--- config.mk ---
export PLATFORM = sky130hd
export DESIGN_NAME = obsi_popcnt
export DESIGN_NICKNAME = d
export VERILOG_FILES = /design/src/rtl/assert_macros.svh /design/src/rtl/obsi_pkg.sv /design/src/rtl/obsi_popcnt.sv
export SDC_FILE = /design/constraint.sdc
export NUM_CORES = 1
export LEC_CHECK = 0
export ABC_AREA = 1
export BUFFER_PORTS_ARGS = -buffer_cell sky130_fd_sc_hd__buf_2
export CELL_PAD_IN_SITES_DETAIL_PLACEMENT = 1
export CELL_PAD_IN_SITES_GLOBAL_PLACEMENT = 2
export CORE_AREA = 2 2 142 144
export CTS_CLUSTER_DIAMETER = 120
export DETAILED_ROUTE_END_ITERATION = 8
export DIE_AREA = 0 0 144 146
export GPL_ROUTABILITY_DRIVEN = 0
export PLACE_DENSITY_LB_ADDON = 0.12
export SYNTH_ARGS = -nofsm -noshare
export SYNTH_HDL_FRONTEND = slang
export SYNTH_SLANG_ARGS = --single-unit
--- constraint.sdc ---
create_clock -name clk -period 1.5 [get_ports clk]
set_clock_uncertainty 0.1 [all_clocks]
set_input_delay 0.075 -clock clk [delete_from_list [all_inputs] [get_ports clk]]
set_output_delay 0.075 -clock clk [all_outputs]
set_load 0.005 [all_outputs]
--- src/rtl/assert_macros.svh ---
// assertion macros used by the order book core
`ifndef ASSERT_MACROS_SVH
`define ASSERT_MACROS_SVH

// same-cycle implication, disabled while in reset
`define OBSI_ASSERT_IMP(lbl, clk, rstn, ante, cons, msg) \
	lbl: assert property (@(posedge clk) disable iff (!rstn) (ante) |-> (cons)) \
		else $error(msg);

// next-cycle implication, disabled while in reset
`define OBSI_ASSERT_NXT(lbl, clk, rstn, ante, cons, msg) \
	lbl: assert property (@(posedge clk) disable iff (!rstn) (ante) |=> (cons)) \
		else $error(msg);

`endif

--- src/rtl/obsi_pkg.sv ---
// types and constants of the sorted order book
`default_nettype none

package obsi_pkg;

	localparam int PRICE_W  = 32;
	localparam int TIME_W   = 32;
	localparam int TAG_W    = 32;
	localparam int RIDX_W   = 6;
	localparam int STATUS_W = 2;
	localparam int POS_W    = 6;
	localparam int COUNT_W  = 7;
	localparam int IN_DATA_W  = 104;
	localparam int OUT_DATA_W = 112;
	localparam int ENTRY_W  = PRICE_W + TIME_W + TAG_W;

	localparam logic ACT_INSERT = 1'b0;
	localparam logic ACT_READ   = 1'b1;

	localparam logic [STATUS_W-1:0] STAT_OK    = 2'd0;
	localparam logic [STATUS_W-1:0] STAT_FULL  = 2'd1;
	localparam logic [STATUS_W-1:0] STAT_RANGE = 2'd2;

	localparam logic SIDE_BUY  = 1'b0;
	localparam logic SIDE_SELL = 1'b1;

	localparam logic REG_BOOK_SIDE = 1'b0;

	typedef struct packed {
		logic [TAG_W-1:0]   tag;
		logic [TIME_W-1:0]  ptime;
		logic [PRICE_W-1:0] price;
	} obsi_entry_t;

	typedef struct packed {
		logic        cmp_en;
		logic        shift_en;
		logic        side;
		obsi_entry_t new_entry;
	} obsi_cell_ctrl_t;

	typedef enum logic [2:0] {
		ST_IDLE,
		ST_CMP,
		ST_SUM,
		ST_WRITE,
		ST_DONE
	} obsi_state_t;

endpackage

`default_nettype wire

--- src/rtl/obsi_popcnt.sv ---
// registered adder tree counting the cells that rank ahead
`default_nettype none

module obsi_popcnt
	import obsi_pkg::*;
#(
	parameter int N  = 64,
	parameter int CW = 7
) (
	input  wire logic          clk,
	input  wire logic [N-1:0]  bits,
	output logic [CW-1:0]      sum
);

	localparam int L = $clog2(N);
	localparam int P = 1 << L;

	logic [P-1:0]  leaf;
	logic [CW-1:0] node_q [1:P-1];

	assign leaf = P'(bits);

	always_ff @(posedge clk) begin
		for (int n = 1; n < P; n++) begin
			if (2 * n >= P) begin
				node_q[n] <= CW'(leaf[2*n-P]) + CW'(leaf[2*n+1-P]);
			end else begin
				node_q[n] <= node_q[2*n] + node_q[2*n+1];
			end
		end
	end

	assign sum = node_q[1];

endmodule

`default_nettype wire

==> impl_metrics.csv, run 1 <==
group,metric,value,unit
sta,max_slew_margin,86.56,%
synthesis,ys.flop_type,"dfxtp_1",
synthesis,synth_common_cells,"dfxtp_1 (183), inv_1 (133), ha_1 (104), nand2_1 (32), fa_1 (31)",
critical_path,crit_type,"flop to flop",
power_and_ir_drop,vdd_drop_max,0.8192,mV
grt,grt_pass1_vias,4372,
placed_design,port_buffers,71,
critical_path,crit_fanout,2,
critical_path,cpLargestDelayFamily,"adder cells",
worst_hold_path,hold_class,"input pin to flop",
grt,antenna_found_initial,0,
routing,via_per_inst,3.951,
grt,grt_overflow,0,
clocking,cts_max_path_buffers,2,
sta,layout_min_cycle_time,1.438,ns
final_layout,top_register,"node_q",
sta,setup_viol,0,
final_layout,layout-drive-gt1-share,15.09,%
clocking,htreeDepth,4,
worst_hold_path,hold_start,"bits[47]",
floorplan,core_area,0.01933,mm^2
clocking,clk_pin_slew,0.07,ns
critical_path,reg2reg_to,"node_q[0][9]",
clocking,numCtsBuffers,17,
final_layout,area_growth,33.44,%
final_layout,final_nets,949,
routing,route.detailed.drc,0,
clocking,clock_latency,0.42,ns
worst_hold_path,min_path_cells,3,
synthesis,yosysSeqAreaShare,54.28,%
final_layout,n_antenna_cell,0,
grt,grt_pass1_wl,18.42,mm
critical_path,r2r_slack,0.06,ns
critical_path,slowest_stage,"dfxtp_2",
sta,post-route-period-util,95.84,%
critical_path,ff2ff_path_depth,6,
grt,grt_max_degree,17,
synthesis,syn_inst,568,
floorplan,dieWidth,144,um
clocking,cts-root-buf,"clkbuf_16",
synthesis,syn_nets,768,
critical_path,slowest_delay,0.35,ns
sta,fin_ws,0.06236,ns
placed_design,hpwlAfterDp,7.357,mm
sta,tightest_slew,0.2008,ns
placed_design,place_ws,0.001183,ns
synthesis,synth.most_common_cell,"dfxtp_1",
final_layout,multiInputGateArea,0.002559,mm^2
worst_hold_path,min_to,"node_q[1][162]",
run_status,status,"finished clean",
sta,slew_violations,0,
critical_path,arrival,1.65,ns
sta,tns,0,ns
critical_path,cp.required,1.71,ns
floorplan,chipHeight,146,um
power_and_ir_drop,p_leak,4.479,nW
routing,first_pass_iters,4,
floorplan,start_util,34.91,%
synthesis,async_flop_share,0,%
grt,grt_usage,11.14,%
clocking,cts_tree,"built",
synthesis,yosysTopAreaCell,"dfxtp_1",
critical_path,crit_buf_inv,3,
final_layout,largest_reg_flops,183,
synthesis,yosysWarnings,0,
synthesis,syn_area,0.006749,mm^2
floorplan,rows,51,
critical_path,rr_startpoint,"node_q[0][21]",
critical_path,startpoint_type,"flop",
synthesis,synth_top_area_share,54.28,%
synthesis,syn_area_per_cell,11.88,um^2
synthesis,netlist_top_cells_area,"dfxtp_1 (54%), ha_1 (19%), fa_1 (9.2%)",
routing,drt_wl_total,10.47,mm
power_and_ir_drop,total_power,15.62,mW
floorplan,num_io_pins,72,
synthesis,ys_ff_latch,183,
synthesis,synth.distinct_cells,15,
routing,ant_nets,0,
clocking,cts_sinks,183,
job,cap_violations,0,
final_layout,top_regs,"node_q x183",
sta,max_freq,695.6,MHz
routing,drtIter0Drc,73,
synthesis,synth-edff-count,0,
routing,wl_per_cell,10.20,um
final_layout,regArea,0.003667,mm^2
power_and_ir_drop,p_per_area,1735,mW/mm^2
critical_path,cp.depth,6,
routing,num_vias,4058,
floorplan,fp.dieArea,0.02102,mm^2
critical_path,endpoint_kind,"flop",
sta,hold_viol_final,0,
final_layout,fillCellCount,2066,
final_layout,final_core_util,46.58,%
critical_path,cp_cell_sequence,"ha_4 -> inv_2 -> fa_2 -> buf_4 -> buf_4 -> xnor2_1",
critical_path,cp_common_cell,"buf_4",
sta,rsz0062_at_grt,"yes",
==> tightest hold or removal path, cell delays in order <==
cell,delay (ns)
dlygate4sd3_1,0.52
buf_2,0.09
ha_1,0.12
==> where the power goes <==
part           internal (mW)  switching, mW  leakage, nW
Clock                   2.73           1.89        0.305
Sequential              6.20          0.503         1.53
Combinational           2.14           2.16         2.64
Total                   11.1           4.55         4.48
==> worst max path at each step <==
| stage | start | end | slack (ns) |
|---|---|---|---|
| after detailed placement | node_q[0][21] | node_q[0][11] | 0.001 |
| final | node_q[0][21] | node_q[0][9] | 0.06 |
| after global routing | node_q[0][21] | node_q[0][11] | -0.02 |
| after floorplan | node_q[0][14] | node_q[0][11] | 0.09 |
| after global placement | node_q[0][14] | node_q[0][11] | 0.05 |
| after CTS | node_q[0][42] | node_q[0][25] | 0.007 |
==> timing repair <==
action	CTS	global route
hold buffers	96	0
gates resized for setup	1	10
setup endpoints to repair	1	4
pin swaps	1	2
setup buffers	0	1
hold endpoints to repair	64	0
==> final cells by class <==
| cell class | count | share of cell area [%] |
|---|---|---|
| sequential | 183 | 40.72 |
| multi-input combinational | 245 | 28.41 |
| timing repair buffer | 169 | 14.78 |
| inverter | 133 | 5.543 |
| clock buffer | 19 | 5.029 |
| tap | 265 | 3.682 |
| clock inverter | 13 | 1.834 |
==> stage by stage <==
stage / instances / hold WS (ns) / cell area [um^2]
after floorplan: 568 / 0.09531 / 6749
after global placement: 898 / 0.1846 / 7391
after detailed placement: 898 / 0.1900 / 7391
after CTS: 1026 / 0.2861 / 8972
after global routing: 1027 / 0.3031 / 9006
final: 1027 / 0.3097 / 9006
==> cell usage in the layout (no fill, tap or decap), types with 2 or more instances in the layout <==
cell / count
inv_6: 5
ha_1: 102
inv_1: 132
dfxtp_1: 180
xor2_1: 12
fa_1: 28
nand3b_1: 2
dfxtp_2: 3
bufinv_16: 3
nand2_1: 31
buf_4: 2
fa_2: 3
xnor2_1: 13
buf_2: 71
nand3_1: 21
dlygate4sd3_1: 96
a21oi_1: 25
clkbuf_8: 2
clkbuf_16: 17
clkinv_2: 3
o21ai_0: 2
==> per-layer routing <==
metal,part of all wire (%),up-vias,GRT usage (%)
li1,-,2103,-
met4,2.0,0,5.441
met3,2.7,14,3.060
met5,0,-,0
met2,50,56,19.31
met1,45,1885,12.48
==> cells by family (layout without fill, tap and decap cells) <==
| kind of cell | Yosys count | after routing | share of synthesized area [%] |
|---|---|---|---|
| adder cells (fa/ha/maj) | 135 | 135 | 28.48 |
| AND/OR/NAND/NOR | 57 | 57 | 3.708 |
| AO/OA/AOI/OAI | 28 | 28 | 2.114 |
| XOR/XNOR | 25 | 25 | 3.244 |
| flip-flops | 183 | 183 | 54.28 |
| buffers and inverters | 140 | 334 | 8.176 |
Power figures use the tool's default switching activity.
==> inputs of run 2 (changes only) <==
--- a/config.mk
+++ b/config.mk
@@ -14,7 +14,9 @@
 export DETAILED_ROUTE_END_ITERATION = 8
 export DIE_AREA = 0 0 144 146
 export GPL_ROUTABILITY_DRIVEN = 0
+export GPL_TIMING_DRIVEN = 0
 export PLACE_DENSITY_LB_ADDON = 0.12
+export RECOVER_POWER = 100
 export SYNTH_ARGS = -nofsm -noshare
 export SYNTH_HDL_FRONTEND = slang
 export SYNTH_SLANG_ARGS = --single-unit
==> impl_metrics.csv, run 2 (same netlist as run 1, synthesis figures left out) <==
group,metric,value,unit
run_status,status,"finished clean",
placed_design,hpwlAfterDp,7.287,mm
final_layout,n_antenna_cell,0,
grt,grt_pass1_vias,4426,
floorplan,num_io_pins,72,
clocking,htreeDepth,4,
clocking,numCtsBuffers,17,
floorplan,dieWidth,144,um
final_layout,largest_reg_flops,183,
critical_path,startpoint_type,"flop",
final_layout,area_growth,33.78,%
clocking,clk_pin_slew,0.07,ns
routing,num_vias,4095,
final_layout,finalNonFillerCells,1033,
final_layout,layout-drive-gt1-share,15.49,%
critical_path,r2r_slack,0.06,ns
sta,setup_viol,0,
floorplan,core_area,0.01933,mm^2
worst_hold_path,min_to,"node_q[1][14]",
clocking,cts_sinks,183,
floorplan,chipHeight,146,um
power_and_ir_drop,p_per_area,1712,mW/mm^2
placed_design,port_buffers,71,
sta,tightest_slew,0.1898,ns
routing,drt_wl_total,10.46,mm
placed_design,post_dp_cell_area,0.007436,mm^2
critical_path,arrival,1.69,ns
final_layout,fin_area,0.009029,mm^2
job,cap_violations,0,
clocking,cts_tree,"built",
grt,grt_max_degree,17,
grt,antenna_found_initial,0,
routing,via_per_inst,3.964,
floorplan,fp.dieArea,0.02102,mm^2
clocking,cts_max_path_buffers,2,
floorplan,rows,51,
critical_path,endpoint_kind,"flop",
clocking,clock_latency,0.42,ns
final_layout,final_cell_mix,"dfxtp_1 (179), inv_1 (132), ha_1 (102)",
critical_path,crit_fanout,2,
routing,drtIter0Drc,75,
routing,route.detailed.drc,0,
placed_design,place_ws,-0.06710,ns
worst_hold_path,hold_start,"bits[5]",
routing,wl_per_cell,10.13,um
critical_path,slowest_stage,"fa_2",
critical_path,slowest_delay,0.36,ns
grt,grt_pass1_wl,18.49,mm
worst_hold_path,hold_class,"input pin to flop",
critical_path,rr_startpoint,"node_q[0][21]",
worst_hold_path,min_path_cells,3,
critical_path,cp.required,1.75,ns
sta,hold_viol_final,0,
grt,grt_overflow,0,
final_layout,final_nets,955,
clocking,cts-root-buf,"clkbuf_16",
final_layout,top_regs,"node_q x183",
critical_path,crit_type,"flop to flop",
critical_path,ff2ff_path_depth,6,
sta,max_freq,694.3,MHz
sta,slew_violations,0,
sta,rsz0062_at_grt,"yes",
critical_path,reg2reg_to,"node_q[0][11]",
sta,fin_ws,0.05967,ns
routing,ant_nets,0,
critical_path,cp_cell_sequence,"ha_4 -> inv_2 -> fa_2 -> nand3b_1 -> nand2_2 -> xor2_1",
grt,grt_usage,11.12,%
power_and_ir_drop,vdd_drop_max,0.8473,mV
final_layout,layout_commonest_cell,"dfxtp_1",
sta,max_slew_margin,87.35,%
routing,first_pass_iters,4,
placed_design,placed_cells,904,
floorplan,start_util,34.91,%
sta,layout_min_cycle_time,1.440,ns
sta,post-route-period-util,96.02,%
power_and_ir_drop,p_leak,4.484,nW
final_layout,top_register,"node_q",
[run 2: per-stage QoR]
step | util, % | total power [mW] | hold WS (ns) | setup TNS [ns]
after floorplan | - | 9.733 | 0.09531 | 0
after global placement | 38.46 | 10.79 | 0.1846 | -0.1013
after detailed placement | 38.46 | 10.92 | 0.1881 | -0.1273
after CTS | 46.49 | 15.66 | 0.2858 | 0
after global routing | 46.70 | 16.86 | 0.2977 | -0.05151
final | 46.70 | 15.46 | 0.3114 | 0
[run 2: final cells by class]
type                       count  area, um^2
clock inverter                11       125.1
inverter                     133       499.2
timing repair buffer         168        1323
clock buffer                  21       460.4
tap                          265       331.6
fill                        2071       10310
multi-input combinational    245        2569
sequential                   183        3669
buffer                         7       52.55
[run 2: how the worst max path moves through the flow]
stage / from / to / slack [ns] / cells past startpoint
after floorplan: node_q[0][14] / node_q[0][11] / 0.09 / 6
after global placement: node_q[0][21] / node_q[0][11] / -0.06 / 6
after detailed placement: node_q[0][21] / node_q[0][11] / -0.07 / 6
after CTS: node_q[0][21] / node_q[0][11] / 0.02 / 6
after global routing: node_q[0][21] / node_q[0][11] / -0.02 / 6
final: node_q[0][21] / node_q[0][11] / 0.06 / 6
[run 2: what timing repair did]
action,4_1_cts,5_1_grt
gates resized for setup,3,10
endpoints found under the hold margin,64,0
endpoints found under the setup margin,3,4
hold buffers,96,0
gates cloned,0,0
pin swaps,0,4
setup buffers,0,1
[run 2: report_power, final]
part / switching (mW) / leakage (nW) / internal (mW)
clock network: 1.83 / 0.283 / 2.54
logic: 2.14 / 2.67 / 2.20
registers: 0.533 / 1.53 / 6.21
total: 4.50 / 4.48 / 11.0
[run 2: worst max-delay path: cells and delay by family, from the launching register on]
| family | cells | cell delay, ns |
|---|---|---|
| DFF | 1 | 0.35 |
| and+or+nand+nor | 2 | 0.26 |
| buffers and inverters | 1 | 0.03 |
| xor gates and xnor gates | 1 | 0.13 |
| adders and majority gates | 2 | 0.49 |
[run 2: per-layer routing]
| layer | share of wire (%) | global-route usage [%] |
|---|---|---|
| met1 | 45 | 12.76 |
| met2 | 49 | 18.86 |
| met3 | 3.4 | 3.850 |
| met4 | 1.7 | 4.412 |
| met5 | 0 | 0 |
==> inputs of run 3 (changes only) <==
--- a/config.mk
+++ b/config.mk
@@ -5,14 +5,14 @@
 export SDC_FILE = /design/constraint.sdc
 export NUM_CORES = 1
 export LEC_CHECK = 0
-export ABC_AREA = 1
+export ABC_AREA = 0
 export BUFFER_PORTS_ARGS = -buffer_cell sky130_fd_sc_hd__buf_2
 export CELL_PAD_IN_SITES_DETAIL_PLACEMENT = 1
 export CELL_PAD_IN_SITES_GLOBAL_PLACEMENT = 2
-export CORE_AREA = 2 2 142 144
+export CORE_AREA = 2 2 141 143
 export CTS_CLUSTER_DIAMETER = 120
 export DETAILED_ROUTE_END_ITERATION = 8
-export DIE_AREA = 0 0 144 146
+export DIE_AREA = 0 0 143 145
 export GPL_ROUTABILITY_DRIVEN = 0
 export GPL_TIMING_DRIVEN = 0
 export PLACE_DENSITY_LB_ADDON = 0.12
==> impl_metrics.csv, run 3 <==
group,metric,value,unit
run_status,status,"finished clean",
grt,grt_usage,11.53,%
floorplan,dieWidth,143,um
sta,hold_viol_final,0,
grt,grt_max_degree,17,
routing,num_vias,3987,
floorplan,fp.dieArea,0.02074,mm^2
floorplan,chipHeight,145,um
synthesis,synth.most_common_cell,"dfxtp_1",
critical_path,cp_cell_sequence,"ha_4 -> inv_2 -> fa_2 -> nor2b_4 -> o31a_1 -> o21ai_1 -> nand2b_1",
synthesis,synth.distinct_cells,20,
placed_design,hpwlAfterDp,7.393,mm
routing,drtIter0Drc,66,
routing,drt_wl_total,10.70,mm
placed_design,placed_cells,881,
sta,setup_viol,0,
grt,grt_overflow,0,
synthesis,ys_ff_latch,183,
floorplan,rows,51,
placed_design,port_buffers,71,
sta,max_freq,671.5,MHz
synthesis,syn_area,0.006778,mm^2
routing,ant_nets,0,
synthesis,async_flop_share,0,%
critical_path,slowest_delay,0.36,ns
worst_hold_path,hold_class,"input pin to flop",
sta,rsz0062_at_grt,"yes",
synthesis,yosysTopAreaCell,"dfxtp_1",
final_layout,finalNonFillerCells,1011,
sta,post-route-period-util,99.28,%
final_layout,layout_commonest_cell,"dfxtp_1",
power_and_ir_drop,vdd_drop_max,0.8861,mV
job,cap_violations,0,
synthesis,syn_nets,745,
final_layout,largest_reg_flops,183,
clocking,clk_pin_slew,0.06,ns
clocking,cts_max_path_buffers,2,
final_layout,final_cell_mix,"dfxtp_1 (177), inv_1 (126), ha_1 (99)",
final_layout,final_nets,934,
worst_hold_path,min_path_cells,3,
floorplan,core_area,0.01921,mm^2
critical_path,endpoint_kind,"flop",
sta,layout_min_cycle_time,1.489,ns
final_layout,n_antenna_cell,0,
routing,first_pass_iters,6,
clocking,cts_sinks,183,
clocking,numCtsBuffers,17,
clocking,htreeDepth,4,
sta,tightest_slew,0.2178,ns
synthesis,yosysSeqAreaShare,54.05,%
critical_path,slowest_stage,"dfxtp_4",
final_layout,area_growth,34.41,%
grt,grt_pass1_vias,4448,
clocking,cts_tree,"built",
critical_path,r2r_slack,0.01,ns
critical_path,ff2ff_path_depth,7,
power_and_ir_drop,p_leak,4.564,nW
final_layout,layout-drive-gt1-share,17.83,%
critical_path,arrival,1.70,ns
final_layout,top_register,"node_q",
synthesis,synth-edff-count,0,
worst_hold_path,min_to,"node_q[1][141]",
clocking,clock_latency,0.41,ns
worst_hold_path,hold_start,"bits[41]",
final_layout,fillCellCount,2022,
grt,grt_pass1_wl,18.89,mm
sta,max_slew_margin,85.39,%
sta,slew_violations,0,
critical_path,startpoint_type,"flop",
synthesis,syn_area_per_cell,12.44,um^2
synthesis,netlist_top_cells_area,"dfxtp_1 (54%), ha_1 (19%), fa_1 (9.2%)",
routing,wl_per_cell,10.59,um
clocking,cts-root-buf,"clkbuf_16",
synthesis,syn_inst,545,
final_layout,top_regs,"node_q x183",
synthesis,synth_common_cells,"dfxtp_1 (183), inv_1 (129), ha_1 (104), fa_1 (31), a21o_1 (29)",
critical_path,crit_type,"flop to flop",
synthesis,synth_top_area_share,54.05,%
grt,antenna_found_initial,0,
critical_path,crit_fanout,2,
synthesis,ys.flop_type,"dfxtp_1",
floorplan,num_io_pins,72,
power_and_ir_drop,p_per_area,1746,mW/mm^2
routing,route.detailed.drc,0,
synthesis,yosysWarnings,0,
critical_path,cp.required,1.71,ns
sta,tns,0,ns
floorplan,start_util,35.29,%
sta,fin_hold_ws,0.3161,ns
routing,via_per_inst,3.944,
critical_path,rr_startpoint,"node_q[0][21]",
critical_path,reg2reg_to,"node_q[0][13]",
critical_path,startpoint,"node_q[0][21]",
==> run 3: cell types whose count changed in the layout (fill, tap and decap cells not counted), moves of 5 or more <==
cell	before	now
a21oi_1	25	6
nand2_1	31	0
xor2_1	12	3
nand3_1	21	0
nand2b_1	0	5
inv_1	132	126
xnor2_1	13	20
a21o_1	0	29
==> run 3: power breakdown <==
group / total, mW / internal (mW) / switching, mW / leakage [nW]
clock network: 4.36 / 2.59 / 1.77 / 0.274
registers: 6.76 / 6.20 / 0.564 / 1.53
logic: 4.79 / 2.60 / 2.18 / 2.76
==> run 3: worst max path at each step <==
stage                    end  slack, ns  depth (start not counted)
6_report       node_q[0][13]       0.01                          7
5_1_grt        node_q[0][13]      -0.08                          7
4_1_cts        node_q[0][13]      -0.03                          7
3_5_place_dp   node_q[0][13]      -0.18                          7
3_3_place_gp   node_q[0][13]      -0.13                          7
2_1_floorplan  node_q[0][13]      0.007                          7
==> run 3: cells by family (layout without fill, tap and decap cells) <==
| logic type | after synthesis | in the layout | synth area share, % |
|---|---|---|---|
| AO/OA/AOI/OAI | 55 | 55 | 5.575 |
| XOR/XNOR | 23 | 23 | 2.972 |
| AND/OR/NAND/NOR | 13 | 13 | 1.126 |
| buffers and inverters | 136 | 337 | 7.919 |
| adder cells (fa/ha/maj) | 135 | 135 | 28.36 |
| flip-flops | 183 | 183 | 54.05 |
==> run 3: timing repair <==
item,4_1_cts,5_1_grt
hold endpoints to repair,64,0
pin swaps,6,11
endpoints found under the setup margin,6,10
hold buffers,96,0
resized for setup,13,18
buffers inserted,1,2
==> run 3: worst max-delay path, delay by kind of cell (launching register included) <==
family	cells	cell delay, ns
compound gates	2	0.37
buf+inv	1	0.05
simple gates	2	0.11
fa+ha+maj	2	0.39
flops	1	0.36
==> run 3: final cells by class <==
cell class / instances / area (um^2) / share of cell area (%)
flip-flops and latches: 183 / 3674 / 40.32
multi-input cells: 226 / 2653 / 29.12
repair buffers: 170 / 1338 / 14.68
clock buffers: 25 / 485.5 / 5.329
inverters: 129 / 484.2 / 5.315
well taps: 265 / 331.6 / 3.640
clock inverters: 6 / 92.59 / 1.016
plain buffers: 7 / 52.55 / 0.5768
==> run 3: metrics by stage <==
| stage | setup WS [ns] | instance area (um^2) | power, mW | utilization, % |
|---|---|---|---|---|
| 5_1_grt | -0.07677 | 9110 | 17.31 | 47.43 |
| 4_1_cts | -0.02762 | 9056 | 16.01 | 47.15 |
| 6_report | 0.01085 | 9110 | 15.90 | 47.43 |
| 3_5_place_dp | -0.1785 | 7467 | 11.12 | 38.88 |
| 3_3_place_gp | -0.1265 | 7467 | 10.96 | 38.88 |
| 2_1_floorplan | 0.007462 | 6780 | 9.931 | - |
==> run 3: routing by layer <==
layer	wire (um)	vias up	global-route usage [%]
li1	-	2059	-
met1	4705	1862	13.17
met2	5543	56	20.38
met3	301	10	3.069
met4	154	0	4.307
met5	0	-	0
