## src/rtl/assert_macros.svh

```systemverilog
// assertion macros used by the order book core
`ifndef ASSERT_MACROS_SVH
`define ASSERT_MACROS_SVH

// same-cycle implication, disabled while in reset
`define OBSI_ASSERT_IMP(lbl, clk, rstn, ante, cons, msg) \
	lbl: assert property (@(posedge clk) disable iff (!rstn) (ante) |-> (cons)) \
		else $error(msg);

// next-cycle implication, disabled while in reset
`define OBSI_ASSERT_NXT(lbl, clk, rstn, ante, cons, msg) \
	lbl: assert property (@(posedge clk) disable iff (!rstn) (ante) |=> (cons)) \
		else $error(msg);

`endif

```

## src/rtl/obsi_pkg.sv

```systemverilog
// types and constants of the sorted order book
`default_nettype none

package obsi_pkg;

	localparam int PRICE_W  = 32;
	localparam int TIME_W   = 32;
	localparam int TAG_W    = 32;
	localparam int RIDX_W   = 6;
	localparam int STATUS_W = 2;
	localparam int POS_W    = 6;
	localparam int COUNT_W  = 7;
	localparam int IN_DATA_W  = 104;
	localparam int OUT_DATA_W = 112;
	localparam int ENTRY_W  = PRICE_W + TIME_W + TAG_W;

	localparam logic ACT_INSERT = 1'b0;
	localparam logic ACT_READ   = 1'b1;

	localparam logic [STATUS_W-1:0] STAT_OK    = 2'd0;
	localparam logic [STATUS_W-1:0] STAT_FULL  = 2'd1;
	localparam logic [STATUS_W-1:0] STAT_RANGE = 2'd2;

	localparam logic SIDE_BUY  = 1'b0;
	localparam logic SIDE_SELL = 1'b1;

	localparam logic REG_BOOK_SIDE = 1'b0;

	typedef struct packed {
		logic [TAG_W-1:0]   tag;
		logic [TIME_W-1:0]  ptime;
		logic [PRICE_W-1:0] price;
	} obsi_entry_t;

	typedef struct packed {
		logic        cmp_en;
		logic        shift_en;
		logic        side;
		obsi_entry_t new_entry;
	} obsi_cell_ctrl_t;

	typedef enum logic [2:0] {
		ST_IDLE,
		ST_CMP,
		ST_SUM,
		ST_WRITE,
		ST_DONE
	} obsi_state_t;

endpackage

`default_nettype wire

```

## src/rtl/obsi_cell.sv

```systemverilog
// one slot of the sorted table: holds an entry, ranks it, shifts it on insert
`default_nettype none

module obsi_cell
	import obsi_pkg::*;
#(
	parameter int IDX = 0,
	parameter int CW  = 7
) (
	input  wire logic              clk,
	input  wire obsi_cell_ctrl_t   ctrl,
	input  wire logic [CW-1:0]     at,
	input  wire logic [CW-1:0]     count,
	input  wire logic [RIDX_W-1:0] read_index,
	input  wire obsi_entry_t       prev,
	output obsi_entry_t            entry,
	output logic                   ahead,
	output logic                   hit
);

	localparam int RW = (CW > RIDX_W) ? CW : RIDX_W;
	localparam logic [CW-1:0] IdxC = CW'(IDX);
	localparam logic [RW-1:0] IdxR = RW'(IDX);

	obsi_entry_t entry_q;
	logic        ahead_q;
	logic        hit_q;
	logic        occupied;
	logic        rank_ahead;

	assign occupied = (IdxC < count);

	always_comb begin
		if (entry_q.price != ctrl.new_entry.price) begin
			if (ctrl.side == SIDE_SELL) begin
				rank_ahead = (entry_q.price < ctrl.new_entry.price);
			end else begin
				rank_ahead = (entry_q.price > ctrl.new_entry.price);
			end
		end else begin
			rank_ahead = (entry_q.ptime > ctrl.new_entry.ptime);
		end
	end

	always_ff @(posedge clk) begin
		if (ctrl.cmp_en) begin
			ahead_q <= occupied && rank_ahead;
			hit_q   <= (RW'(read_index) == IdxR);
		end
		if (ctrl.shift_en) begin
			if (IdxC == at) begin
				entry_q <= ctrl.new_entry;
			end else if ((IdxC > at) && (IdxC <= count)) begin
				entry_q <= prev;
			end
		end
	end

	assign entry = entry_q;
	assign ahead = ahead_q;
	assign hit   = hit_q;

endmodule

`default_nettype wire

```

## config.mk

```make
export PLATFORM = sky130hd
export DESIGN_NAME = obsi_cell
export DESIGN_NICKNAME = d
export VERILOG_FILES = /design/src/rtl/assert_macros.svh /design/src/rtl/obsi_pkg.sv /design/src/rtl/obsi_cell.sv
export SDC_FILE = /design/constraint.sdc
export NUM_CORES = 1
export LEC_CHECK = 0
export BUFFER_PORTS_ARGS = -buffer_cell sky130_fd_sc_hd__buf_4
export CAP_MARGIN = 30
export CORE_ASPECT_RATIO = 1.4
export CORE_MARGIN = 8
export CORE_UTILIZATION = 49
export CTS_BUF_LIST = sky130_fd_sc_hd__clkbuf_16
export CTS_CLUSTER_DIAMETER = 200
export DETAILED_ROUTE_END_ITERATION = 10
export PLACE_DENSITY = 0.84
export SLEW_MARGIN = 20
export SYNTH_ARGS = -nofsm -noshare
export SYNTH_HDL_FRONTEND = slang
export SYNTH_SLANG_ARGS = --single-unit
```

## constraint.sdc

```tcl
create_clock -name clk -period 12.79 [get_ports clk]
set_input_delay 3.1975 -clock clk [delete_from_list [all_inputs] [get_ports clk]]
set_output_delay 3.1975 -clock clk [all_outputs]
set_load 0.02 [all_outputs]
```

==> metrics.md, run 1 <==
| Metric | Value |
|---|---|
| Status | `completed` |
| Crit-path max FO | `70` |
| Area grow syn2layout | `50.7%` |
| Layout cell share with drive strength beyond 1 | `41.4%` |
| CTS tree | `done` |
| DRC viols | `0` |
| Mapped Avg Cell Area | `11.1 um^2` |
| # IOs | `314` |
| Post-route insts no fill | `968` |
| Vias in the first global route | `5654` |
| Row cnt | `46` |
| Post-synthesis sequential area ratio | `52.1%` |
| Worst-Margin Slew | `0.825 ns` |
| Synth top area share | `52.1%` |
| Yosys top cell by area | `edfxtp_1` |
| Worst skew pair latency | `approximately 0.33 ns` |
| Critical path's slowest cell | `nor4_1` |
| WP data arrival | `5.48 ns` |
| Layout Skew | `0.00556 ns` |
| Die span in x | `107 um` |
| Cell Area, Synth | `roughly 5600 um^2` |
| Worst reg2reg setup slack | `10.23 ns` |
| Slew HR | `45.0%` |
| Syn Nets | `790` |
| # placed instances | `952` |
| Postcts setup bufs | `0` |
| CTS max path bufs | `2` |
| Most common cell in the netlist | `edfxtp_1` |
| Async S/R FF share, synth | `0%` |
| H-tree depth | `3` |
| Clock Sinks | `98` |
| GR Overflow Total | `0` |
| Final Wtd Congestion | `a little under 0.9` |
| Yosys warnings | `0` |
| Total power | `approximately 770 uW` |
| Min Tclk post-route | `5.40 ns` |
| Pleak | `around 4 nW` |
| Fill cells | `747` |
| # resized after CTS | `0` |
| Total CTS buffers | `9` |
| DR iter-0 viols | `255` |
| Maxcap violations | `0` |
| Worst path most repeated cell | `buf_4` |
| Final #Nets | `1100` |
| Core box area | `11300 um^2` |
| Synth Register Bits | `98` |
| Vias per std cell | `5.31` |
| Final hold vios | `0` |
| Synth cell count leaders | `edfxtp_1, nand2_1, inv_1, ha_1, o21ai_1` |
| GRT Total Usage | `about 24%` |
| Setup_tns | `0 ns` |
| ANT cells | `0` |
| Crit start category | `input port` |
| DRT Pass-1 Iters | `4` |
| Starting density of the core | `50.0%` |
| CTS Hold Bufs | `0` |
| Largest net degree at the start of global routing | `99` |
| Die H | `143 um` |
| CP required | `around 13 ns` |
| RSZ-0062 raised after global routing | `no` |
| Crit. End Element | `flip-flop` |
| Die ar. | `approximately 15000 um^2` |
| # setup viols final | `0` |
| Leading post-synthesis cells by cell area | `edfxtp_1, ha_1, mux2_1, o21ai_1, nand2_1` |
| First-pass GRT wire length | `28800 um` |
| Fin crit share | `42.2%` |
| Achievable Freq | `185 MHz` |
| Syn Inst Count | `510` |
| Ys flop type | `edfxtp_1` |
| Via count | `5141` |
| Crit path largest cell delay | `about 0.57 ns` |
| Synth cell types | `33` |
| # port buffers | `313` |
| VDD IR-drop max | `72.3 uV` |
| DP HPWL | `15800 um` |
| Max-slew violations | `0` |
| Root buf cell | `clkbuf_16` |
| Hold_ws | `about 1.1 ns` |
| Reg clk slew, reported paths | `0.07 ns` |
| EDFF count, synth | `between 90 and 100` |
| DR WL/cell | `19.7 um` |
| Post-route ant nets | `0` |
| Final WL | `about 19000 um` |
| Crit Path Class | `in -> reg` |
| Hold Path Class | `reg -> reg` |
| Initial antenna violation count | `0` |
| Pwr dens | `about 90 nW/um^2` |
| Worst-path cell chain | `buf_4 -> nor4_1 -> nand2_4 -> buf_4 -> buf_16 -> mux2_1` |
[worst max-delay path, delay by kind of cell]
family	cells	cell delay [ns]
buffers and inverters	3	0.80
muxes	1	0.33
and+or+nand+nor	2	1.11
[cell families (layout without fill, tap and decap cells)]
family | Yosys count | count (layout) | share of synthesized area, %
buffers and inverters | 82 | 396 | 5.45
adder cells (fa/ha/maj) | 64 | 64 | 14.2
flip-flops | 98 | 98 | 52.1
XOR/XNOR | 1 | 1 | 0.155
multiplexers | 34 | 34 | 6.78
AO/OA/AOI/OAI | 112 | 112 | 11.1
AND/OR/NAND/NOR | 119 | 119 | 10.2
[layout make-up]
| class | instances | area [um^2] | area share, % |
|---|---|---|---|
| Sequential cell | 98 | 2940 | 34.6 |
| Multi-Input combinational cell | 330 | 2410 | 28.3 |
| Timing Repair Buffer | 316 | 2390 | 28.1 |
| Inverter | 65 | 244 | 2.87 |
| Clock buffer | 9 | 225 | 2.65 |
| Tap cell | 144 | 180 | 2.12 |
| Clock inverter | 6 | 114 | 1.34 |
[where the power goes]
group          switching, mW  internal, mW
clock network          0.117         0.191
registers           0.000705         0.355
logic                 0.0411        0.0623
total                  0.159         0.608
[path summary, 6_finish.rpt]
check | from | end | depth (start not counted)
setup reg to reg | entry[14]$_DFFE_PP_ | ahead$_DFFE_PP_ | 8
setup / recovery | at[5] | entry[73]$_DFFE_PP_ | 6
hold / removal | entry[31]$_DFFE_PP_ | ahead$_DFFE_PP_ | 5
hold reg to reg | entry[31]$_DFFE_PP_ | ahead$_DFFE_PP_ | 5
[stage by stage]
| step | setup slack (ns) | util (%) | area (um^2) |
|---|---|---|---|
| 6_report | 7.39 | 75.4 | 8500 |
| 3_3_place_gp | 7.15 | 72.1 | 8140 |
| 4_1_cts | 7.41 | 75.1 | 8480 |
| 5_1_grt | 7.24 | 75.4 | 8500 |
| 3_5_place_dp | 7.07 | 72.1 | 8140 |
| 2_1_floorplan | 6.49 | - | 5640 |
[state kept, by name, indices dropped and copies added, names as in the netlist]
register and cells:
hit 1, ahead 1, entry 96
[layer usage]
| metal | GRT usage, % | up-vias | wire (um) |
|---|---|---|---|
| li1 | - | 2475 | - |
| met3 | 8.03 | 43 | 1600 |
| met2 | 45.4 | 256 | 10600 |
| met4 | 10.0 | 0 | 586 |
| met1 | 23.9 | 2367 | 6360 |
| met5 | 0 | - | 0 |
[placed cells by master, fill, tap and decap left out, types with 3 or more instances in the layout]
cell,Yosys,layout
o21ai_1,62,62
inv_1,65,65
bufinv_16,0,3
o21ai_0,4,4
edfxtp_1,98,98
a211oi_1,5,5
ha_1,64,64
a21o_1,8,8
buf_4,0,315
a21oi_1,26,26
nand2_1,77,76
nand4_1,10,10
clkbuf_16,0,9
mux2_1,34,34
nor4_1,3,3
nand3_1,10,10
nand4_2,3,3
nor2_1,4,4
Note: power is estimated with default switching activity, not from simulation.
==> run 2, diff against run 1 <==
--- a/config.mk
+++ b/config.mk
@@ -5,15 +5,16 @@
 export SDC_FILE = /design/constraint.sdc
 export NUM_CORES = 1
 export LEC_CHECK = 0
+export ABC_AREA = 1
 export BUFFER_PORTS_ARGS = -buffer_cell sky130_fd_sc_hd__buf_4
 export CAP_MARGIN = 30
 export CORE_ASPECT_RATIO = 1.4
 export CORE_MARGIN = 8
-export CORE_UTILIZATION = 49
+export CORE_UTILIZATION = 41
 export CTS_BUF_LIST = sky130_fd_sc_hd__clkbuf_16
 export CTS_CLUSTER_DIAMETER = 200
 export DETAILED_ROUTE_END_ITERATION = 10
-export PLACE_DENSITY = 0.84
+export PLACE_DENSITY = 0.74
 export SLEW_MARGIN = 20
 export SYNTH_ARGS = -nofsm -noshare
 export SYNTH_HDL_FRONTEND = slang
==> constraint.sdc (replaced) <==
create_clock -name clk -period 4.6 [get_ports clk]
set_input_delay 1.15 -clock clk [delete_from_list [all_inputs] [get_ports clk]]
set_output_delay 1.15 -clock clk [all_outputs]
set_load 0.02 [all_outputs]
==> run 2 against run 1 <==
  * Power grew to 2.7 times the previous value
  * First-iteration DRC count shrank 23%
  * Worst setup slack lost 5.4 ns
  * Flip-flop and latch count did not move
  * Critical path type unchanged
  * Utilization down 13 points
  * Global-route usage is 4.1 points lower
==> metrics.md, run 2 <==
| Metric | Value |
|---|---|
| Setup_tns | `0 ns (unchanged)` |
| Achievable Freq | `387 MHz` |
| Syn Inst Count | `635 (was 510)` |
| Layout Skew | `0.0117 ns (was 0.00556 ns)` |
| Worst reg2reg setup slack | `2.68 ns (was 10.23 ns)` |
| ANT cells | `0 (unchanged)` |
| Critical path's slowest cell | `buf_4 (was nor4_1)` |
| Initial antenna violation count | `0 (unchanged)` |
| Pre-CTS setup slack | `1.67 ns (was 7.07 ns)` |
| Root buf cell | `clkbuf_16 (unchanged)` |
| Synth cell count leaders | `nand2_1, edfxtp_1, inv_1, ha_1, o21ai_1 (was edfxtp_1, nand2_1, inv_1, ha_1, o21ai_1)` |
| Min Tclk post-route | `2.59 ns` |
| WP data arrival | `2.55 ns (was 5.48 ns)` |
| Commonest cells after routing, fill and taps aside | `buf_4, nand2_1, edfxtp_1, inv_1, ha_1 (was buf_4, edfxtp_1, nand2_1, inv_1, ha_1)` |
| Most common cell in the netlist | `nand2_1 (was edfxtp_1)` |
| Final #Nets | `1224 (was 1100)` |
| Vias per std cell | `4.73 (was 5.31)` |
| GR Overflow Total | `0 (unchanged)` |
| First-pass GRT wire length | `28000 um (was 28800 um)` |
| Synth cell types | `25 (was 33)` |
| Postcts setup bufs | `0 (unchanged)` |
| CTS tree | `done (unchanged)` |
| Placed cell areas | `8300 um^2 (was 8140 um^2)` |
| Via count | `5359 (was 5141)` |
| Crit path from | `at[0] (was at[5])` |
| Syn Nets | `915 (was 790)` |
| DR iter-0 viols | `197 (was 255)` |
| # resized after CTS | `0 (unchanged)` |
| Largest net degree at the start of global routing | `82 (was 99)` |
| Crit path largest cell delay | `0.55 ns (was 0.57 ns)` |
| Crit path max-delay family | `simple AND/OR/NAND/NOR gates (unchanged)` |
| Area grow syn2layout | `49.2% (was 50.7%)` |
| Pwr dens | `244 nW/um^2 (was 90.2 nW/um^2)` |
| Ys flop type | `edfxtp_1 (unchanged)` |
| Synth Register Bits | `98 (unchanged)` |
| Worst R2R Start | `entry[11]$_DFFE_PP_ (was entry[14]$_DFFE_PP_)` |
| Cell Area, Synth | `5780 um^2 (was 5640 um^2)` |
| Reg clk slew, reported paths | `0.07 ns (about the same)` |
| Async S/R FF share, synth | `0% (unchanged)` |
| Max FFs per register | `96 (unchanged)` |
| Die H | `156 um (was 143 um)` |
| Vias in the first global route | `5586 (was 5654)` |
| CTS max path bufs | `2 (unchanged)` |
| VDD IR-drop max | `181 uV (was 72.3 uV)` |
| Fin crit share | `56.2%` |
| Final WL | `18700 um (was 19100 um)` |
| Row cnt | `51 (was 46)` |
| Synth top area share | `50.9% (was 52.1%)` |
| CP required | `4.56 ns (was 12.87 ns)` |
| Crit. End Element | `flip-flop (unchanged)` |
| DRC viols | `0 (unchanged)` |
| Crit path depth | `5 (was 6)` |
| # setup viols final | `0 (unchanged)` |
| Commonest non-fill, non-tap cell in the layout | `buf_4 (unchanged)` |
| Hold Path Class | `in -> reg (was reg -> reg)` |
| Layout cell share with drive strength beyond 1 | `35.6% (was 41.4%)` |
| Starting density of the core | `41.7% (was 50.0%)` |
| DP HPWL | `15500 um (was 15800 um)` |
| Clock Sinks | `98 (unchanged)` |
| Finished layout cell area | `8620 um^2 (was 8500 um^2)` |
| Worst-path cell chain | `buf_4 -> nor4_2 -> nand2_4 -> nor2_4 -> buf_4 (was buf_4 -> nor4_1 -> nand2_4 -> buf_4 -> buf_16 -> mux2_1)` |
| DR WL/cell | `16.5 um (was 19.7 um)` |
| Post-synthesis sequential area ratio | `50.9% (was 52.1%)` |
| Yosys top cell by area | `edfxtp_1 (unchanged)` |
| H-tree depth | `3 (unchanged)` |
| Leading post-synthesis cells by cell area | `edfxtp_1, nand2_1, ha_1, inv_1, o21ai_1 (was edfxtp_1, ha_1, mux2_1, o21ai_1, nand2_1)` |
| Final hold vios | `0 (unchanged)` |
| Crit start category | `input port (unchanged)` |
| Reg-to-Reg End | `ahead$_DFFE_PP_ (unchanged)` |
| Slew HR | `46.1% (was 45.0%)` |
| Worst path most repeated cell | `buf_4 (unchanged)` |
| Die span in x | `116 um (was 107 um)` |
| DRT Pass-1 Iters | `4 (unchanged)` |
| Maxcap violations | `0 (unchanged)` |
| Core box area | `13800 um^2 (was 11300 um^2)` |
| CTS Hold Bufs | `0 (unchanged)` |
| Final Wtd Congestion | `0.842 (was 0.894)` |
| GRT Total Usage | `20.3% (was 24.4%)` |
| Worst skew pair latency | `0.34 ns (was 0.33 ns)` |
| Reg2reg path depth | `8 (unchanged)` |
| # port buffers | `313 (unchanged)` |
| # IOs | `314 (unchanged)` |
| Worst-Margin Slew | `0.809 ns (was 0.825 ns)` |
| EDFF count, synth | `98 (unchanged)` |
| Status | `completed (unchanged)` |
| Total CTS buffers | `9 (unchanged)` |
| RSZ-0062 raised after global routing | `no (unchanged)` |
| Mapped Avg Cell Area | `9.10 um^2 (was 11.1 um^2)` |
| Pleak | `4.39 nW (was 4.12 nW)` |
| Yosys warnings | `0 (unchanged)` |
| Post-route ant nets | `0 (unchanged)` |
| Crit Path Class | `in -> reg (unchanged)` |
| Crit-path max FO | `51 (was 70)` |
| Final worst slack | `2.01 ns (was 7.39 ns)` |
| WP buf/inv | `2 (was 3)` |
| Die ar. | `18200 um^2 (was 15300 um^2)` |
| Worst setup path end | `entry[25]$_DFFE_PP_ (was entry[73]$_DFFE_PP_)` |
| Fill cells | `1209 (was 747)` |
| Max-slew violations | `0 (unchanged)` |
==> run 2: cell count changes after synthesis, moves of 6 or more <==
cell      before  now
a21o_1         8    1
a21oi_1       26   32
buf_2          0    8
clkbuf_1      14    4
inv_1         65   78
mux2_1        34    0
nand2_1       77  231
nand4_1       10    4
nor2_1         4   16
o21ai_0        4   15
o21ai_1       62   53
==> run 2: metrics by stage <==
stage | std cells | utilization, % | total power [mW] | hold WS [ns]
floorplan | 635 | - | 1.12 | 1.11
global placement | 1117 | 59.7 | 1.29 | 1.05
detailed placement | 1118 | 59.9 | 1.30 | 1.07
CTS | 1134 | 62.3 | 2.12 | 1.00
global route | 1134 | 62.3 | 2.19 | 0.999
finish | 1134 | 62.3 | 2.10 | 1.02
==> run 2: kinds of logic (layout without fill, tap and decap cells) <==
| logic type | after synthesis | count (layout) | share of synthesized area [%] |
|---|---|---|---|
| fa+ha+maj | 64 | 64 | 13.9 |
| buf+inv | 99 | 413 | 7.45 |
| simple gates | 268 | 268 | 18.4 |
| flops | 98 | 98 | 50.9 |
| compound gates | 106 | 106 | 9.44 |
==> run 2: worst min-delay path by stage <==
stage | startpoint | endpoint | slack [ns] | cells past startpoint
final | ctrl[98] | hit$_DFFE_PP_ | 1.02 | 1
after global routing | ctrl[98] | hit$_DFFE_PP_ | 1.0 | 1
after CTS | ctrl[98] | hit$_DFFE_PP_ | 1.00 | 1
after detailed placement | entry[16]$_DFFE_PP_ | ahead$_DFFE_PP_ | 1.07 | 6
after global placement | entry[16]$_DFFE_PP_ | ahead$_DFFE_PP_ | 1.05 | 7
after floorplan | entry[16]$_DFFE_PP_ | ahead$_DFFE_PP_ | 1.11 | 7
==> run 2: where the power goes <==
group	leakage (nW)	switching (mW)	internal, mW	total (mW)
Sequential	0.881	0.00189	0.987	0.989
Clock	0.158	0.345	0.482	0.827
Combinational	3.35	0.115	0.173	0.288
Total	4.39	0.462	1.64	2.10
==> run 2: cell type report <==
class / count / area, um^2 / share of cell area [%]
sequential: 98 / 2940 / 34.1
multi-input combinational: 438 / 2420 / 28.1
timing repair buffer: 318 / 2410 / 27.9
inverter: 79 / 297 / 3.44
tap: 185 / 231 / 2.68
clock buffer: 9 / 225 / 2.61
clock inverter: 7 / 98.8 / 1.15
==> run 2: routing by layer <==
metal | vias up | global-route usage [%] | share of wire (%)
li1 | 2730 | - | -
met1 | 2385 | 20.7 | 35
met2 | 217 | 36.8 | 53
met3 | 27 | 6.05 | 9.6
met4 | 0 | 8.93 | 2.8
met5 | - | 0 | 0
==> run 3, diff against run 2 <==
--- a/config.mk
+++ b/config.mk
@@ -10,11 +10,11 @@
 export CAP_MARGIN = 30
 export CORE_ASPECT_RATIO = 1.4
 export CORE_MARGIN = 8
-export CORE_UTILIZATION = 41
+export CORE_UTILIZATION = 46
 export CTS_BUF_LIST = sky130_fd_sc_hd__clkbuf_16
 export CTS_CLUSTER_DIAMETER = 200
 export DETAILED_ROUTE_END_ITERATION = 10
-export PLACE_DENSITY = 0.74
+export PLACE_DENSITY = 0.79
 export SLEW_MARGIN = 20
 export SYNTH_ARGS = -nofsm -noshare
 export SYNTH_HDL_FRONTEND = slang
==> constraint.sdc (replaced) <==
create_clock -name clk -period 2.7 [get_ports clk]
set_input_delay 0.675 -clock clk [delete_from_list [all_inputs] [get_ports clk]]
set_output_delay 0.675 -clock clk [all_outputs]
set_load 0.02 [all_outputs]
==> run 3 against run 2 <==
  * Power up 64%
  * Flip-flop and latch count is the same
  * Clock power grew 54%
==> metrics.md, run 3 (same netlist as run 2, synthesis figures left out) <==
| Metric | Value |
|---|---|
| # resized after CTS | `0 (unchanged)` |
| Slew HR | `54.0% (was 46.1%)` |
| CTS Hold Bufs | `0 (unchanged)` |
| Vias in the first global route | `5663 (was 5586)` |
| Starting density of the core | `47.0% (was 41.7%)` |
| Clock Sinks | `98 (unchanged)` |
| Root buf cell | `clkbuf_16 (unchanged)` |
| H-tree depth | `3 (unchanged)` |
| Pwr dens | `402 nW/um^2 (was 244 nW/um^2)` |
| Hold-critical path depth | `1 (unchanged)` |
| Die H | `149 um (was 156 um)` |
| Core box area | `12300 um^2 (was 13800 um^2)` |
| Crit-path max FO | `3 (was 51)` |
| Post-route ant nets | `0 (unchanged)` |
| Die ar. | `16500 um^2 (was 18200 um^2)` |
| Worst path most repeated cell | `nand2_1 (was buf_4)` |
| Fill cells | `1008 (was 1209)` |
| Largest net degree at the start of global routing | `76 (was 82)` |
| Hold Path End | `ahead$_DFFE_PP_ (was hit$_DFFE_PP_)` |
| Worst reg2reg setup slack | `0.86 ns (was 2.68 ns)` |
| RSZ-0062 raised after global routing | `no (unchanged)` |
| Die span in x | `111 um (was 116 um)` |
| Hold Path Class | `in -> reg (unchanged)` |
| Max-slew violations | `0 (unchanged)` |
| Crit start category | `input port (unchanged)` |
| Fin crit share | `68.4%` |
| Final hold vios | `0 (unchanged)` |
| # port buffers | `313 (unchanged)` |
| Post-route insts no fill | `1100 (was 1134)` |
| CTS max path bufs | `2 (unchanged)` |
| Commonest cells after routing, fill and taps aside | `buf_4, nand2_1, edfxtp_1, inv_1, ha_1 (unchanged)` |
| Via count | `5414 (was 5359)` |
| DR iter-0 viols | `240 (was 197)` |
| # IOs | `314 (unchanged)` |
| GR Overflow Total | `0 (unchanged)` |
| Reg clk slew, reported paths | `0.07 ns (about the same)` |
| Finished layout cell area | `8560 um^2 (was 8620 um^2)` |
| Pre-CTS setup slack | `0.466 ns (was 1.67 ns)` |
| Max FFs per register | `96 (unchanged)` |
| # placed instances | `1084 (was 1118)` |
| Commonest non-fill, non-tap cell in the layout | `buf_4 (unchanged)` |
| Crit path max-delay family | `simple AND/OR/NAND/NOR gates (unchanged)` |
| Row cnt | `48 (was 51)` |
| Final WL | `18400 um (was 18700 um)` |
| Total power | `3.45 mW (was 2.10 mW)` |
| Hold_sp | `ctrl[98] (unchanged)` |
| Worst-path cell chain | `buf_4 -> inv_1 -> ha_1 -> nand2_1 -> nor3_1 -> nand3_1 -> nor3_1 -> nand2_1 -> nand2_1 -> nor2_1 (was buf_4 -> nor4_2 -> nand2_4 -> nor2_4 -> buf_4)` |
| GRT Total Usage | `21.8% (was 20.3%)` |
| Crit path largest cell delay | `0.29 ns (was 0.55 ns)` |
| WP data arrival | `1.96 ns (was 2.55 ns)` |
| DRT Pass-1 Iters | `4 (unchanged)` |
| VDD IR-drop max | `322 uV (was 181 uV)` |
| Final worst slack | `0.853 ns (was 2.01 ns)` |
| Met3 WL | `1650 um (was 1800 um)` |
| CTS tree | `done (unchanged)` |
| WP buf/inv | `2 (unchanged)` |
| Initial antenna violation count | `0 (unchanged)` |
| Status | `completed (unchanged)` |
| Max layer used | `met4 (unchanged)` |
| ANT cells | `0 (unchanged)` |
| Total CTS buffers | `9 (unchanged)` |
| Layout Skew | `0.0110 ns (was 0.0117 ns)` |
| Pleak | `4.38 nW (was 4.39 nW)` |
| Hold_ws | `0.545 ns (was 1.02 ns)` |
| Reg-to-Reg End | `ahead$_DFFE_PP_ (unchanged)` |
| CP required | `2.81 ns (was 4.56 ns)` |
| First-pass GRT wire length | `28500 um (was 28000 um)` |
| Final Wtd Congestion | `0.814 (was 0.842)` |
| Vias per std cell | `4.92 (was 4.73)` |
| Crit path depth | `10 (was 5)` |
| Worst skew pair latency | `0.35 ns (was 0.34 ns)` |
| DR WL/cell | `16.7 um (was 16.5 um)` |
| Crit. End Element | `flip-flop (unchanged)` |
| DP HPWL | `15100 um (was 15500 um)` |
| DRC viols | `0 (unchanged)` |
| Area grow syn2layout | `48.1% (was 49.2%)` |
| DRT met1 WL | `6520 um (was 6550 um)` |
| Postcts setup bufs | `0 (unchanged)` |
| Layout cell share with drive strength beyond 1 | `35.5% (was 35.6%)` |
| Worst-Margin Slew | `0.689 ns (was 0.809 ns)` |
| Critical path's slowest cell | `ha_1 (was buf_4)` |
| Min Tclk post-route | `1.85 ns` |
| Reg2reg path depth | `8 (unchanged)` |
| Placed cell areas | `8280 um^2 (was 8300 um^2)` |
| Maxcap violations | `0 (unchanged)` |
| Worst R2R Start | `entry[15]$_DFFE_PP_ (was entry[11]$_DFFE_PP_)` |
| Final #Nets | `1225 (was 1224)` |
| # setup viols final | `0 (unchanged)` |
| Crit Path Class | `in -> reg (unchanged)` |
| Achievable Freq | `between 500 and 600 MHz` |
| WL met2 | `9570 um (was 9840 um)` |
## run 3: final cells by class
cell class,instances,area [um^2],share of cell area [%]
clock inverter,7,62.6,0.731
timing repair buffer,319,2420,28.3
multi-input combinational,438,2430,28.4
inverter,79,297,3.46
clock buffer,9,225,2.63
tap,150,188,2.19
sequential,98,2940,34.4
## run 3: per-layer routing
metal	vias to the layer above	GRT usage [%]
met5	-	0
met4	0	9.49
met3	33	8.79
met2	209	38.8
met1	2431	21.9
li1	2741	-
## run 3: worst max-delay path by stage
stage	startpoint	to	slack, ns
5_1_grt	ctrl[63]	ahead$_DFFE_PP_	0.71
3_3_place_gp	ctrl[15]	ahead$_DFFE_PP_	0.50
2_1_floorplan	at[0]	entry[0]$_DFFE_PP_	-0.49
4_1_cts	ctrl[63]	ahead$_DFFE_PP_	0.83
6_report	ctrl[15]	ahead$_DFFE_PP_	0.85
3_5_place_dp	ctrl[63]	ahead$_DFFE_PP_	0.47
## run 3: power breakdown
group	internal, mW	total, mW	leakage, nW	switching (mW)
logic	0.296	0.490	3.35	0.194
registers	1.68	1.68	0.881	0.00302
clock network	0.709	1.27	0.145	0.563
## run 3: metrics by stage
| stage | TNS (ns) | util (%) |
|---|---|---|
| 2_1_floorplan | -46.72 | - |
| 3_3_place_gp | 0 | 67.2 |
| 3_5_place_dp | 0 | 67.2 |
| 4_1_cts | 0 | 69.6 |
| 5_1_grt | 0 | 69.6 |
| 6_report | 0 | 69.6 |
